--- config.mk ---
export PLATFORM = sky130hd
export DESIGN_NAME = char_class_run_pattern_check
export DESIGN_NICKNAME = d
export VERILOG_FILES = /design/src/hw/rtl/ccrp_pkg.sv /design/src/hw/rtl/ccrp_front.sv /design/src/hw/rtl/ccrp_queue.sv /design/src/hw/rtl/ccrp_back.sv /design/src/hw/rtl/char_class_run_pattern_check.sv
export SDC_FILE = /design/constraint.sdc
export NUM_CORES = 1
export LEC_CHECK = 0
export BUFFER_PORTS_ARGS = -buffer_cell sky130_fd_sc_hd__buf_2
export CAP_MARGIN = 20
export CORE_AREA = 2 2 120 122
export CTS_CLUSTER_SIZE = 14
export DETAILED_ROUTE_END_ITERATION = 8
export DIE_AREA = 0 0 122 124
export GPL_TIMING_DRIVEN = 0
export PLACE_DENSITY = 0.62
export SYNTH_ARGS = -nofsm -noshare
export SYNTH_HDL_FRONTEND = slang
export SYNTH_HIERARCHICAL = 1
export SYNTH_SLANG_ARGS = --single-unit
--- constraint.sdc ---
create_clock -name i_clk -period 4.6 [get_ports i_clk]
set_clock_uncertainty 0.05 [all_clocks]
set_input_delay 0.69 -clock i_clk [delete_from_list [all_inputs] [get_ports i_clk]]
set_output_delay 0.69 -clock i_clk [all_outputs]
set_load 0.01 [all_outputs]
--- src/hw/rtl/ccrp_pkg.sv ---
// shared types and codes for the character class run pattern checker
package ccrp_pkg;

    typedef logic [2:0] t_cls;

    localparam t_cls CLS_UPPER  = 3'd0;
    localparam t_cls CLS_LOWER  = 3'd1;
    localparam t_cls CLS_SYMBOL = 3'd2;
    localparam t_cls CLS_DIGIT  = 3'd3;
    localparam t_cls CLS_NONE   = 3'd4;

    typedef logic [1:0] t_reason;

    localparam t_reason REASON_OK       = 2'd0;
    localparam t_reason REASON_INVALID  = 2'd1;
    localparam t_reason REASON_COUNT    = 2'd2;
    localparam t_reason REASON_MISMATCH = 2'd3;

    typedef logic [1:0] t_cfg_idx;

    localparam t_cfg_idx CFG_EXPECTED_RUNS = 2'd0;
    localparam t_cfg_idx CFG_RUN_CLASSES   = 2'd1;
    localparam t_cfg_idx CFG_RUN_LENGTHS   = 2'd2;

    localparam int CFG_DATA_W = 32;

    localparam logic [2:0]  EXPECTED_RUNS_RST = 3'd4;
    localparam logic [7:0]  RUN_CLASSES_RST   = 8'd177;
    localparam logic [31:0] RUN_LENGTHS_RST   = 32'h0303_0303;

    typedef struct packed {
        t_cls cls;
        logic last;
    } t_item;

    typedef struct packed {
        logic [2:0]  expected_runs;
        logic [7:0]  run_classes;
        logic [31:0] run_lengths;
    } t_cfg;

endpackage

--- src/hw/rtl/ccrp_front.sv ---
// front end: classifies each byte and holds it in one register stage
module ccrp_front
    import ccrp_pkg::*;
(
    input  logic       i_clk,
    input  logic       i_rst_n,
    input  logic       i_push,
    input  logic [7:0] i_char_byte,
    input  logic       i_last_byte,
    output logic       o_ready,
    output logic       o_valid,
    output t_item      o_item,
    input  logic       i_q_full
);

    logic  r_valid;
    t_item r_item;
    logic  n_valid;
    logic  take;
    logic  drain;

    function automatic t_cls classify(input logic [7:0] b);
        t_cls c;
        if (b >= 8'h41 && b <= 8'h5A) begin
            c = CLS_UPPER;
        end else if (b >= 8'h61 && b <= 8'h7A) begin
            c = CLS_LOWER;
        end else if (b >= 8'h30 && b <= 8'h39) begin
            c = CLS_DIGIT;
        end else if (b >= 8'd33 && b <= 8'd126) begin
            c = CLS_SYMBOL;
        end else begin
            c = CLS_NONE;
        end
        return c;
    endfunction

    assign drain   = r_valid && !i_q_full;
    assign o_ready = !r_valid || !i_q_full;
    assign take    = i_push && o_ready;
    assign o_valid = drain;
    assign o_item  = r_item;

    always_comb begin
        n_valid = r_valid;
        if (take) begin
            n_valid = 1'b1;
        end else if (drain) begin
            n_valid = 1'b0;
        end
    end

    always_ff @(posedge i_clk) begin
        if (!i_rst_n) begin
            r_valid <= 1'b0;
        end else begin
            r_valid <= n_valid;
        end
    end

    always_ff @(posedge i_clk) begin
        if (take) begin
            r_item.cls  <= classify(i_char_byte);
            r_item.last <= i_last_byte;
        end
    end

endmodule

--- src/hw/rtl/ccrp_queue.sv ---
// small first-in first-out queue between the front end and the run tracker
module ccrp_queue
    import ccrp_pkg::*;
#(
    parameter int WIDTH = 4,
    parameter int DEPTH = 4
) (
    input  logic             i_clk,
    input  logic             i_rst_n,
    input  logic             i_wr,
    input  logic [WIDTH-1:0] i_wdata,
    output logic             o_full,
    input  logic             i_rd,
    output logic [WIDTH-1:0] o_rdata,
    output logic             o_empty
);

    localparam int AW = (DEPTH > 1) ? $clog2(DEPTH) : 1;

    logic [WIDTH-1:0] r_mem [DEPTH];
    logic [AW-1:0]    r_wr_ptr, n_wr_ptr;
    logic [AW-1:0]    r_rd_ptr, n_rd_ptr;
    logic [AW:0]      r_count, n_count;
    logic             do_wr, do_rd;

    assign o_full  = (r_count == (AW+1)'(DEPTH));
    assign o_empty = (r_count == '0);
    assign do_wr   = i_wr && !o_full;
    assign do_rd   = i_rd && !o_empty;
    assign o_rdata = r_mem[r_rd_ptr];

    always_comb begin
        n_wr_ptr = r_wr_ptr;
        n_rd_ptr = r_rd_ptr;
        n_count  = r_count;
        if (do_wr) begin
            n_wr_ptr = (r_wr_ptr == AW'(DEPTH - 1)) ? '0 : r_wr_ptr + 1'b1;
        end
        if (do_rd) begin
            n_rd_ptr = (r_rd_ptr == AW'(DEPTH - 1)) ? '0 : r_rd_ptr + 1'b1;
        end
        if (do_wr && !do_rd) begin
            n_count = r_count + 1'b1;
        end else if (do_rd && !do_wr) begin
            n_count = r_count - 1'b1;
        end
    end

    always_ff @(posedge i_clk) begin
        if (!i_rst_n) begin
            r_wr_ptr <= '0;
            r_rd_ptr <= '0;
            r_count  <= '0;
        end else begin
            r_wr_ptr <= n_wr_ptr;
            r_rd_ptr <= n_rd_ptr;
            r_count  <= n_count;
        end
    end

    always_ff @(posedge i_clk) begin
        if (do_wr) begin
            r_mem[r_wr_ptr] <= i_wdata;
        end
    end

    a_count_bound: assert property (@(posedge i_clk) disable iff (!i_rst_n)
        r_count <= (AW+1)'(DEPTH))
        else $error("queue count above depth");

endmodule

--- src/hw/rtl/ccrp_back.sv ---
// back end: tracks class runs, checks them against the pattern, holds the result
module ccrp_back
    import ccrp_pkg::*;
#(
    parameter int PATTERN_MAX = 4,
    parameter int LENGTH_BITS = 8
) (
    input  logic    i_clk,
    input  logic    i_rst_n,
    input  t_cfg    i_cfg,
    input  logic    i_q_empty,
    input  t_item   i_item,
    output logic    o_q_rd,
    input  logic    i_pop,
    output logic    o_empty,
    output logic    o_accepted,
    output t_reason o_fail_reason
);

    localparam int CNW       = $clog2(PATTERN_MAX + 2);
    localparam int IW        = (PATTERN_MAX > 1) ? $clog2(PATTERN_MAX) : 1;
    localparam int IDX_N     = 2 ** IW;
    localparam int CLS_PAD_W = (2 * IDX_N > 8) ? 2 * IDX_N : 8;
    localparam int LEN_PAD_W = (LENGTH_BITS * IDX_N > 32) ? LENGTH_BITS * IDX_N : 32;
    localparam int CMPW      = (CNW > 3) ? CNW : 3;
    localparam int LW        = LENGTH_BITS + 1;

    t_cls             r_cur, n_cur;
    logic [LW-1:0]    r_len, n_len;
    logic [CNW-1:0]   r_runs, n_runs;
    logic             r_inv, n_inv;
    logic             r_mis, n_mis;
    logic             r_out_valid, n_out_valid;
    logic             r_out_accepted;
    t_reason          r_out_reason;

    logic [CLS_PAD_W-1:0]   cls_pad;
    logic [LEN_PAD_W-1:0]   len_pad;
    logic [1:0]             want_cls [IDX_N];
    logic [LENGTH_BITS-1:0] want_len [IDX_N];

    logic           out_free, take;
    logic           inv1, close_a, close_b, mis_a, mis_b, count_ok;
    t_cls           cur1;
    logic [LW-1:0]  len1;
    logic [CNW-1:0] runs1, runs2;
    t_reason        reason;

    localparam logic [CNW-1:0] RUNS_SAT = CNW'(PATTERN_MAX + 1);

    assign cls_pad = CLS_PAD_W'(i_cfg.run_classes);
    assign len_pad = LEN_PAD_W'(i_cfg.run_lengths);

    always_comb begin
        for (int k = 0; k < IDX_N; k++) begin
            want_cls[k] = cls_pad[2*k +: 2];
            want_len[k] = len_pad[LENGTH_BITS*k +: LENGTH_BITS];
        end
    end

    // a result needs the output slot; other beats never wait
    assign out_free = !r_out_valid || i_pop;
    assign take     = !i_q_empty && (!i_item.last || out_free);
    assign o_q_rd   = take;

    always_comb begin
        inv1    = r_inv;
        cur1    = r_cur;
        len1    = r_len;
        close_a = 1'b0;
        if (!r_inv) begin
            if (i_item.cls == CLS_NONE) begin
                inv1 = 1'b1;
            end else if (i_item.cls == r_cur) begin
                if (!r_len[LENGTH_BITS]) begin
                    len1 = r_len + 1'b1;
                end
            end else begin
                close_a = (r_cur != CLS_NONE);
                cur1    = i_item.cls;
                len1    = LW'(1);
            end
        end

        mis_a = close_a && (r_runs < CNW'(PATTERN_MAX))
             && ((t_cls'(want_cls[r_runs[IW-1:0]]) != r_cur)
                 || (LW'(want_len[r_runs[IW-1:0]]) != r_len));
        runs1 = (close_a && r_runs != RUNS_SAT) ? r_runs + 1'b1 : r_runs;

        // the last beat closes whatever run is still open, unless an invalid byte was seen
        close_b = i_item.last && !inv1 && (cur1 != CLS_NONE);
        mis_b   = close_b && (runs1 < CNW'(PATTERN_MAX))
               && ((t_cls'(want_cls[runs1[IW-1:0]]) != cur1)
                   || (LW'(want_len[runs1[IW-1:0]]) != len1));
        runs2   = (close_b && runs1 != RUNS_SAT) ? runs1 + 1'b1 : runs1;

        count_ok = (i_cfg.expected_runs != 3'd0)
                && (CMPW'(i_cfg.expected_runs) <= CMPW'(PATTERN_MAX))
                && (CMPW'(runs2) == CMPW'(i_cfg.expected_runs));

        if (inv1) begin
            reason = REASON_INVALID;
        end else if (!count_ok) begin
            reason = REASON_COUNT;
        end else if (r_mis || mis_a || mis_b) begin
            reason = REASON_MISMATCH;
        end else begin
            reason = REASON_OK;
        end
    end

    always_comb begin
        n_cur       = r_cur;
        n_len       = r_len;
        n_runs      = r_runs;
        n_inv       = r_inv;
        n_mis       = r_mis;
        n_out_valid = r_out_valid && !i_pop;
        if (take) begin
            if (i_item.last) begin
                n_cur       = CLS_NONE;
                n_len       = '0;
                n_runs      = '0;
                n_inv       = 1'b0;
                n_mis       = 1'b0;
                n_out_valid = 1'b1;
            end else begin
                n_cur  = cur1;
                n_len  = len1;
                n_runs = runs1;
                n_inv  = inv1;
                n_mis  = r_mis || mis_a;
            end
        end
    end

    always_ff @(posedge i_clk) begin
        if (!i_rst_n) begin
            r_cur       <= CLS_NONE;
            r_len       <= '0;
            r_runs      <= '0;
            r_inv       <= 1'b0;
            r_mis       <= 1'b0;
            r_out_valid <= 1'b0;
        end else begin
            r_cur       <= n_cur;
            r_len       <= n_len;
            r_runs      <= n_runs;
            r_inv       <= n_inv;
            r_mis       <= n_mis;
            r_out_valid <= n_out_valid;
        end
    end

    always_ff @(posedge i_clk) begin
        if (take && i_item.last) begin
            r_out_accepted <= (reason == REASON_OK);
            r_out_reason   <= reason;
        end
    end

    assign o_empty       = !r_out_valid;
    assign o_accepted    = r_out_accepted;
    assign o_fail_reason = r_out_reason;

    a_pass_matches_reason: assert property (@(posedge i_clk) disable iff (!i_rst_n)
        r_out_valid |-> (r_out_accepted == (r_out_reason == REASON_OK)))
        else $error("pass flag disagrees with reason");

    a_runs_bound: assert property (@(posedge i_clk) disable iff (!i_rst_n)
        r_runs <= RUNS_SAT)
        else $error("run count above saturation");

    a_open_run_len: assert property (@(posedge i_clk) disable iff (!i_rst_n)
        (r_cur == CLS_NONE) == (r_len == '0))
        else $error("run length disagrees with open run");

    a_clear_after_last: assert property (@(posedge i_clk) disable iff (!i_rst_n)
        (take && i_item.last) |=> (r_runs == '0 && r_cur == CLS_NONE && !r_inv && !r_mis))
        else $error("state not cleared after last beat");

endmodule

--- src/hw/rtl/char_class_run_pattern_check.sv ---
// top level of the character class run pattern checker
//
// Password bytes enter one beat per clock while full is low and results leave one beat
// per clock when pop keeps up: the front end classifies a byte into a register stage, a
// four-entry queue carries it to the run tracker, and the tracker handles one byte per
// cycle unless a last byte waits for the output slot, and writes a result into its output
// register on the last byte. Each side can stall on its own; full rises only when the
// queue and the front register are both occupied. Configuration writes take effect at
// once and are meant for an idle block.
module char_class_run_pattern_check
    import ccrp_pkg::*;
#(
    parameter int PATTERN_MAX = 4,
    parameter int LENGTH_BITS = 8
) (
    input  logic                  i_clk,
    input  logic                  i_rst_n,
    input  logic                  push,
    output logic                  full,
    input  logic [7:0]            i_char_byte,
    input  logic                  i_last_byte,
    output logic                  empty,
    input  logic                  pop,
    output logic                  o_accepted,
    output logic [1:0]            o_fail_reason,
    input  logic                  i_cfg_we,
    input  logic [1:0]            i_cfg_idx,
    input  logic [CFG_DATA_W-1:0] i_cfg_data
);

    localparam int QUEUE_DEPTH = 4;

    logic [2:0]  r_expected_runs;
    logic [7:0]  r_run_classes;
    logic [31:0] r_run_lengths;
    t_cfg        cfg;

    logic  front_ready, front_valid;
    t_item front_item;
    logic  q_full, q_empty, q_rd;
    t_item q_item;

    always_ff @(posedge i_clk) begin
        if (!i_rst_n) begin
            r_expected_runs <= EXPECTED_RUNS_RST;
            r_run_classes   <= RUN_CLASSES_RST;
            r_run_lengths   <= RUN_LENGTHS_RST;
        end else if (i_cfg_we) begin
            case (i_cfg_idx)
                CFG_EXPECTED_RUNS: r_expected_runs <= i_cfg_data[2:0];
                CFG_RUN_CLASSES:   r_run_classes   <= i_cfg_data[7:0];
                CFG_RUN_LENGTHS:   r_run_lengths   <= i_cfg_data[31:0];
                default: ;
            endcase
        end
    end

    assign cfg.expected_runs = r_expected_runs;
    assign cfg.run_classes   = r_run_classes;
    assign cfg.run_lengths   = r_run_lengths;

    assign full = !front_ready;

    ccrp_front u_front (
        .i_clk       (i_clk),
        .i_rst_n     (i_rst_n),
        .i_push      (push),
        .i_char_byte (i_char_byte),
        .i_last_byte (i_last_byte),
        .o_ready     (front_ready),
        .o_valid     (front_valid),
        .o_item      (front_item),
        .i_q_full    (q_full)
    );

    ccrp_queue #(
        .WIDTH ($bits(t_item)),
        .DEPTH (QUEUE_DEPTH)
    ) u_queue (
        .i_clk   (i_clk),
        .i_rst_n (i_rst_n),
        .i_wr    (front_valid),
        .i_wdata (front_item),
        .o_full  (q_full),
        .i_rd    (q_rd),
        .o_rdata (q_item),
        .o_empty (q_empty)
    );

    ccrp_back #(
        .PATTERN_MAX (PATTERN_MAX),
        .LENGTH_BITS (LENGTH_BITS)
    ) u_back (
        .i_clk         (i_clk),
        .i_rst_n       (i_rst_n),
        .i_cfg         (cfg),
        .i_q_empty     (q_empty),
        .i_item        (q_item),
        .o_q_rd        (q_rd),
        .i_pop         (pop),
        .o_empty       (empty),
        .o_accepted    (o_accepted),
        .o_fail_reason (o_fail_reason)
    );

endmodule
; After elaboration in Yosys (flattened, before gate mapping)
; Memories as Yosys holds them, arrays and structs flattened. A register that Yosys moved wholly into a read port is not among the register bits.
; Index checks and enable logic that the tools add are counted.
[op_classes]
n_addsub = 7
n_eq_ne = 16
n_mux = 49
order_cmp = 13
n_reduce_logical = 51
bitwise = 2
[op_table]
columns = cell, count
row1 = $mux W9, 5
row2 = $bmux W8 S2, 2
row3 = $mux W8, 4
row4 = $mux W3, 10
row5 = $le A8 B7 Y1 const B, 3
row6 = $mux W2, 12
row7 = $logic_and A1 B1 Y1, 23
row8 = $ne A8 B9 Y1, 2
row9 = $ge A8 B6 Y1 const B, 2
row10 = $ge A8 B7 Y1 const B, 2
row11 = $mux W1, 14
row12 = $ne A3 B3 Y1 const B, 4
row13 = $logic_not A1 Y1, 10
row14 = $add A3 B1 Y3 const B, 3
row15 = $add A9 B1 Y9 const B, 1
row16 = $bmux W2 S2, 2
row17 = $le A8 B6 Y1 const B, 1
row18 = $logic_or A1 B1 Y1, 7
row19 = $eq A2 B2 Y1 const B, 3
row20 = $eq A3 B3 Y1, 2
row21 = $eq A3 B3 Y1 const B, 2
row22 = $ge A3 B3 Y1 const B, 2
row23 = $lt A3 B3 Y1 const B, 2
row24 = $ne A2 B3 Y1, 2
row25 = 12 further kinds, 18
[word_totals]
in_bits = 48
regBits = 76
mem_count = 1
word_cells = 158
mem_bits_rw = 16
output_inout_bits = 5
[mem_list]
columns = memory, depth, word_bits, read_ports, rd_ports_with_merged_regs, write_ports, line
row1 = u_queue.r_mem, 4, 4, 1, 1, 1, ccrp_queue.sv:20  ; logic [WIDTH-1:0] r_mem [DEPTH];

; Depth between registers and ports, before layout
[logic_depth]
word_depth = 18
ltp_mapped = 16
ltp_nobuf = 14

; Cells and area by module
; The synthesis kept the hierarchy.
[by_module_without_submodules]
columns = mod, area_each_um2, seq_area_each_um2, instances, cells_each
row1 = ccrp_back, 2342.2, 450.4, 1, 252
row2 = char_class_run_pattern_check, 1780.5, 860.8, 1, 188
row3 = ccrp_queue, 1051.0, 660.6, 1, 71
row4 = ccrp_front, 289.0, 140.1, 1, 28

; Worst setup path before layout
; OpenSTA, ideal clock, no wires.
[synth_timing]
kind = register to register
start = reg with a tool-made name
end = reg u_back.r_out_reason[1], in the netlist u_back/o_fail_reason[1] (data pin)
synth_period_minus_slack_ps = 4154
setup_time_ps = 270
slack_ps = 446
path_buffers = 1
path_stages_with_launch = 15
t_required_ps = 4280
arrival_time_ps = 3834
cell_sequence = dfxtp_1 > mux4_2 > xor2_2 > o311a_2 > nand2_1 > buf_4 > xnor2_1 > ha_1 > nand2_1 > or3_1 > nand3_1 > or4bb_1 > a211oi_2 > o21a_1 > a21oi_1
[synth_rtl]
columns = item, line
row1 = "end signal, assigned", ccrp_back.sv:158  ; r_out_reason <= reason;
row2 = "end, declared", ccrp_back.sv:35  ; t_reason r_out_reason;

==> impl_summary.md <==
Outcome
The run finished with clean final reports.

Global route
The number of antenna violations at the first check in global routing is 0. Entering global routing, the biggest net connects 17 pins. The sum of overflow across all layers after global routing is 0. The first-pass GRT wire length is 21800 um. The via count of the first global-routing pass is 4286. The global routing usage summed across all routing layers is 18.6%.

Logic synthesis
Each instance of the synthesized netlist takes up on average 10.1 um^2. The combined area of all synthesized cells is 5460 um^2. The main flop type after synthesis is dfxtp_1. Of all flip-flops after synthesis, the portion carrying an async set or reset was 0%. The sequential area share after synthesis is 38.7%. Synthesis produced a netlist with a net count of 599. The count of warnings emitted by yosys is 6. The number of different library cells in the post-synthesis netlist is 65. The number of flops mapped to enable cells by yosys is 23. In this run, synthesis produced a sequential element count of 94. The post-synthesis cell count is 539.

Finish
The number of standard cells in the final layout excluding fillers is 790. The most common library cell in the layout ignoring fill and taps is nand2_1. The area added between synthesis and finish is 15.3%. The layout cell share with drive strength beyond 1 is 20.7%.

In the layout the commonest cells are nand2_1 (75), dfxtp_1 (70), buf_2 (58), mux2i_1 (47), inv_1 (27). For this run, the share of the core covered by cells in the final layout is 45.9%. The number of inserted diodes is 0. In the final design database the tool counted 665 nets.

Critical path
The worst setup path is of the register to register kind. Data on the critical path is required at its endpoint by 4.63 ns. In this run the worst path has a maximum fanout of 6.

The startpoint kind of the worst setup timing path is a register. The worst setup path is captured at a register. For this run, the slowest stage of the critical path takes 0.62 ns.

The critical path contains buffers and inverters numbering 0 combined. The family with the most delay on the worst path is simple AND/OR/NAND/NOR gates. For the worst setup path, the data arrival time is 4.47 ns. The critical path goes through mux4_2 -> xor2_2 -> o311a_2 -> nand2_2 -> mux2i_1 -> ha_1 -> nand2_1 -> or3_1 -> nand3_1 -> or4bb_1 -> a211oi_2 -> o21a_1 -> a21oi_1. The cell with the largest stage delay on the worst path is mux4_2.

Timing
Setup repair after global routing left no endpoint under its margin. The total count of hold-check failures in the final report was 0. The share of the clock period used by the worst path after layout is 96.6%.

For the pin with the worst max-slew slack, the measured transition is 0.663 ns. The worst slew margin relative to its limit is 55.8%. The max-slew violation total from the final report was 0. The final setup violation count is 0. Static timing analysis puts the maximum clock frequency at 225 MHz.

The worst hold slack is 0.426 ns. The final period demand of the worst path is 4.44 ns.

CTS
Buffers inserted during clock tree synthesis total 9. Clock-pin slew was measured on the worst setup and hold paths at 0.07 ns. In this run the deepest clock path goes through 2 buffers. The clock latency on the worst-skew pair is 0.35 ns. The clock sink count is 94.

The clock tree synthesis step divided the H-tree into 3 levels. TritonCTS built the clock tree. The root buffer cell chosen for the clock tree is clkbuf_16.

Detailed routing
The routed via count is 4318. In the routed layout, each cell is associated on average with a via count of 5.47. In the final routed layout, each cell accounts on average for 17.0 um. For this block, the routed nets add up to 13400 um of wire.

The post-route DRC violation count is 0. The remaining antenna violation count after routing is 0. The DRC marker count from the first detailed-route iteration is 186. The first detailed-routing pass ran for 5 iterations.

Pwr
Registers are responsible for 36.5% of the overall power. The analysis attributes to net switching a power of 0.00100 W. The maximum VDD drop is 232 uV.

Of the total power, the clock network draws 27.0%. Cell internal power was estimated by the tool at 0.00176 W. The proportion of power drawn by combinational gates is 36.5%. Dividing total power by cell area gives a power density of 439 nW/um^2. Summing internal, switching and leakage power gives 0.00277 W. The leakage power total is 2.40 nW.

In this run switching power makes up 36.3% of total power.

Placement
The total of buffers placed on input and output ports is 52. The placed instance count is 771. The weighted congestion reported at the end of routability-driven placement is 0.825. The HPWL after detailed placement is 10300 um.

Run
The number of max-cap violations is 0.

Floorplanning
Pin placement for this block handled 53 I/O pins. The die covers 15100 um^2. The total area inside the core boundary comes to 13700 um^2. In this run the core area contains 43 standard-cell rows. The effective utilization at floorplan is 39.8%.

The die outline width is 122 um. The y dimension of the die is 124 um.

Hold path
The startpoint of the tightest hold check path is r_run_lengths[11]$_SDFFE_PN0P_. The path class of the lowest-slack min-delay path is register to register.
[power by group through the flow]
stage / Clock, W / Combinational, W / Sequential [W]
3_3_place_gp: 0 / 0.000946 / 0.00102
3_5_place_dp: 0 / 0.000968 / 0.00103
6_report: 0.000747 / 0.00101 / 0.00101
4_1_cts: 0.000758 / 0.000974 / 0.00101
2_1_floorplan: 0 / 0.000724 / 0.00101
5_1_grt: 0.000792 / 0.00110 / 0.00102
[metal layers]
layer  wire (um)  up-vias  part of all wire, %  global-route usage [%]
met1        6140     2084                   46                    24.2
met2        6370      124                   48                    30.5
met3         663       17                  4.9                    3.89
li1            -     2093                    -                       -
met5           0        -                    0                       0
met4         230        0                  1.7                    7.18
[cell families after synthesis]
family | Yosys count | synth area share [%]
fa+ha+maj | 12 | 2.89
compound gates | 85 | 10.9
mux | 72 | 18.8
simple gates | 188 | 18.7
flops | 94 | 38.7
buf+inv | 60 | 5.27
xor+xnor | 28 | 4.76
[cell type report]
class                   count  area [um^2]
clock inverters             5         38.8
plain buffers              32          183
fillers                  1329         7420
multi-input cells         385         3090
repair buffers             55          283
inverters                  28          105
well taps                 180          225
clock buffers              11          264
flip-flops and latches     94         2110
[Yosys cell counts, drive strengths merged, types with 2 or more instances]
| library cell | instances | area (um^2) |
|---|---|---|
| and3 | 3 | 18.8 |
| a211oi | 3 | 27.5 |
| a2bb2oi | 5 | 43.8 |
| nand3b | 2 | 15.0 |
| buf | 13 | 111 |
| and3b | 2 | 17.5 |
| nor3b | 8 | 75.1 |
| o21a | 3 | 22.5 |
| xor2 | 8 | 85.1 |
| o21ai | 17 | 88.8 |
| nor4 | 5 | 31.3 |
| xnor2 | 20 | 175 |
| o22ai | 3 | 18.8 |
| or4 | 4 | 33.8 |
| ha | 11 | 138 |
| and2 | 8 | 50.1 |
| nand4 | 4 | 25.0 |
| clkbuf | 19 | 71.3 |
| a31o | 2 | 17.5 |
| mux2i | 47 | 470 |
| or3 | 5 | 36.3 |
| nor2b | 22 | 138 |
| nand4b | 13 | 114 |
| nand3 | 9 | 45.0 |
| dfxtp | 71 | 1420 |
| o211ai | 11 | 82.6 |
| nor3 | 11 | 55.1 |
| inv | 27 | 101 |
| nand2 | 76 | 285 |
| a21o | 2 | 15.0 |
| nor2 | 12 | 45.0 |
| edfxtp | 23 | 691 |
| a21boi | 2 | 15.0 |
| mux4 | 24 | 541 |
| a21oi | 16 | 80.1 |
| a22oi | 11 | 82.6 |
[sequential cells by signal, summed over array words and instances, names as in the netlist, named ones only]
name                  cells
r_run_lengths            32
u_queue/r_mem            16
u_back/r_len              9
r_run_classes             8
u_front/o_item            4
r_expected_runs           3
u_back/r_cur              3
u_back/r_runs             3
u_queue/r_count           3
u_back/o_fail_reason      2
u_queue/r_rd_ptr          2
u_queue/r_wr_ptr          2
u_back/o_accepted         1
u_back/r_inv              1
u_back/r_mis              1
u_back/r_out_valid        1
u_front/r_valid           1
[through the flow]
step | area (um^2) | TNS, ns | setup WS (ns)
finish | 6300 | 0 | 0.158
global route | 6300 | 0 | 0.0188
CTS | 6260 | 0 | 0.0493
detailed placement | 5950 | -0.0570 | -0.0570
global placement | 5950 | 0 | 0.0258
floorplan | 5460 | 0 | 0.446
[final timing paths]
kind                            slack (ns)                           endpoint  cells past startpoint
worst min register to register        0.43     r_run_lengths[11]$_SDFFE_PN0P_                      2
worst min-delay path                  0.43     r_run_lengths[11]$_SDFFE_PN0P_                      2
worst max register to register        0.16  u_back/o_fail_reason[1]$_DFFE_PP_                     13
worst max-delay path                  0.16  u_back/o_fail_reason[1]$_DFFE_PP_                     13
[tightest hold or removal path: stages, from the launching register on]
cell and delay, ns:
dfxtp_1 0.32, nand2_1 0.06, mux2i_1 0.05
[what timing repair did]
item	in CTS	in global routing
hold buffers	0	0
endpoints found under the setup margin	2	3
gates resized for setup	2	3
setup buffers	0	3
(Power assumes the default switching activity.)
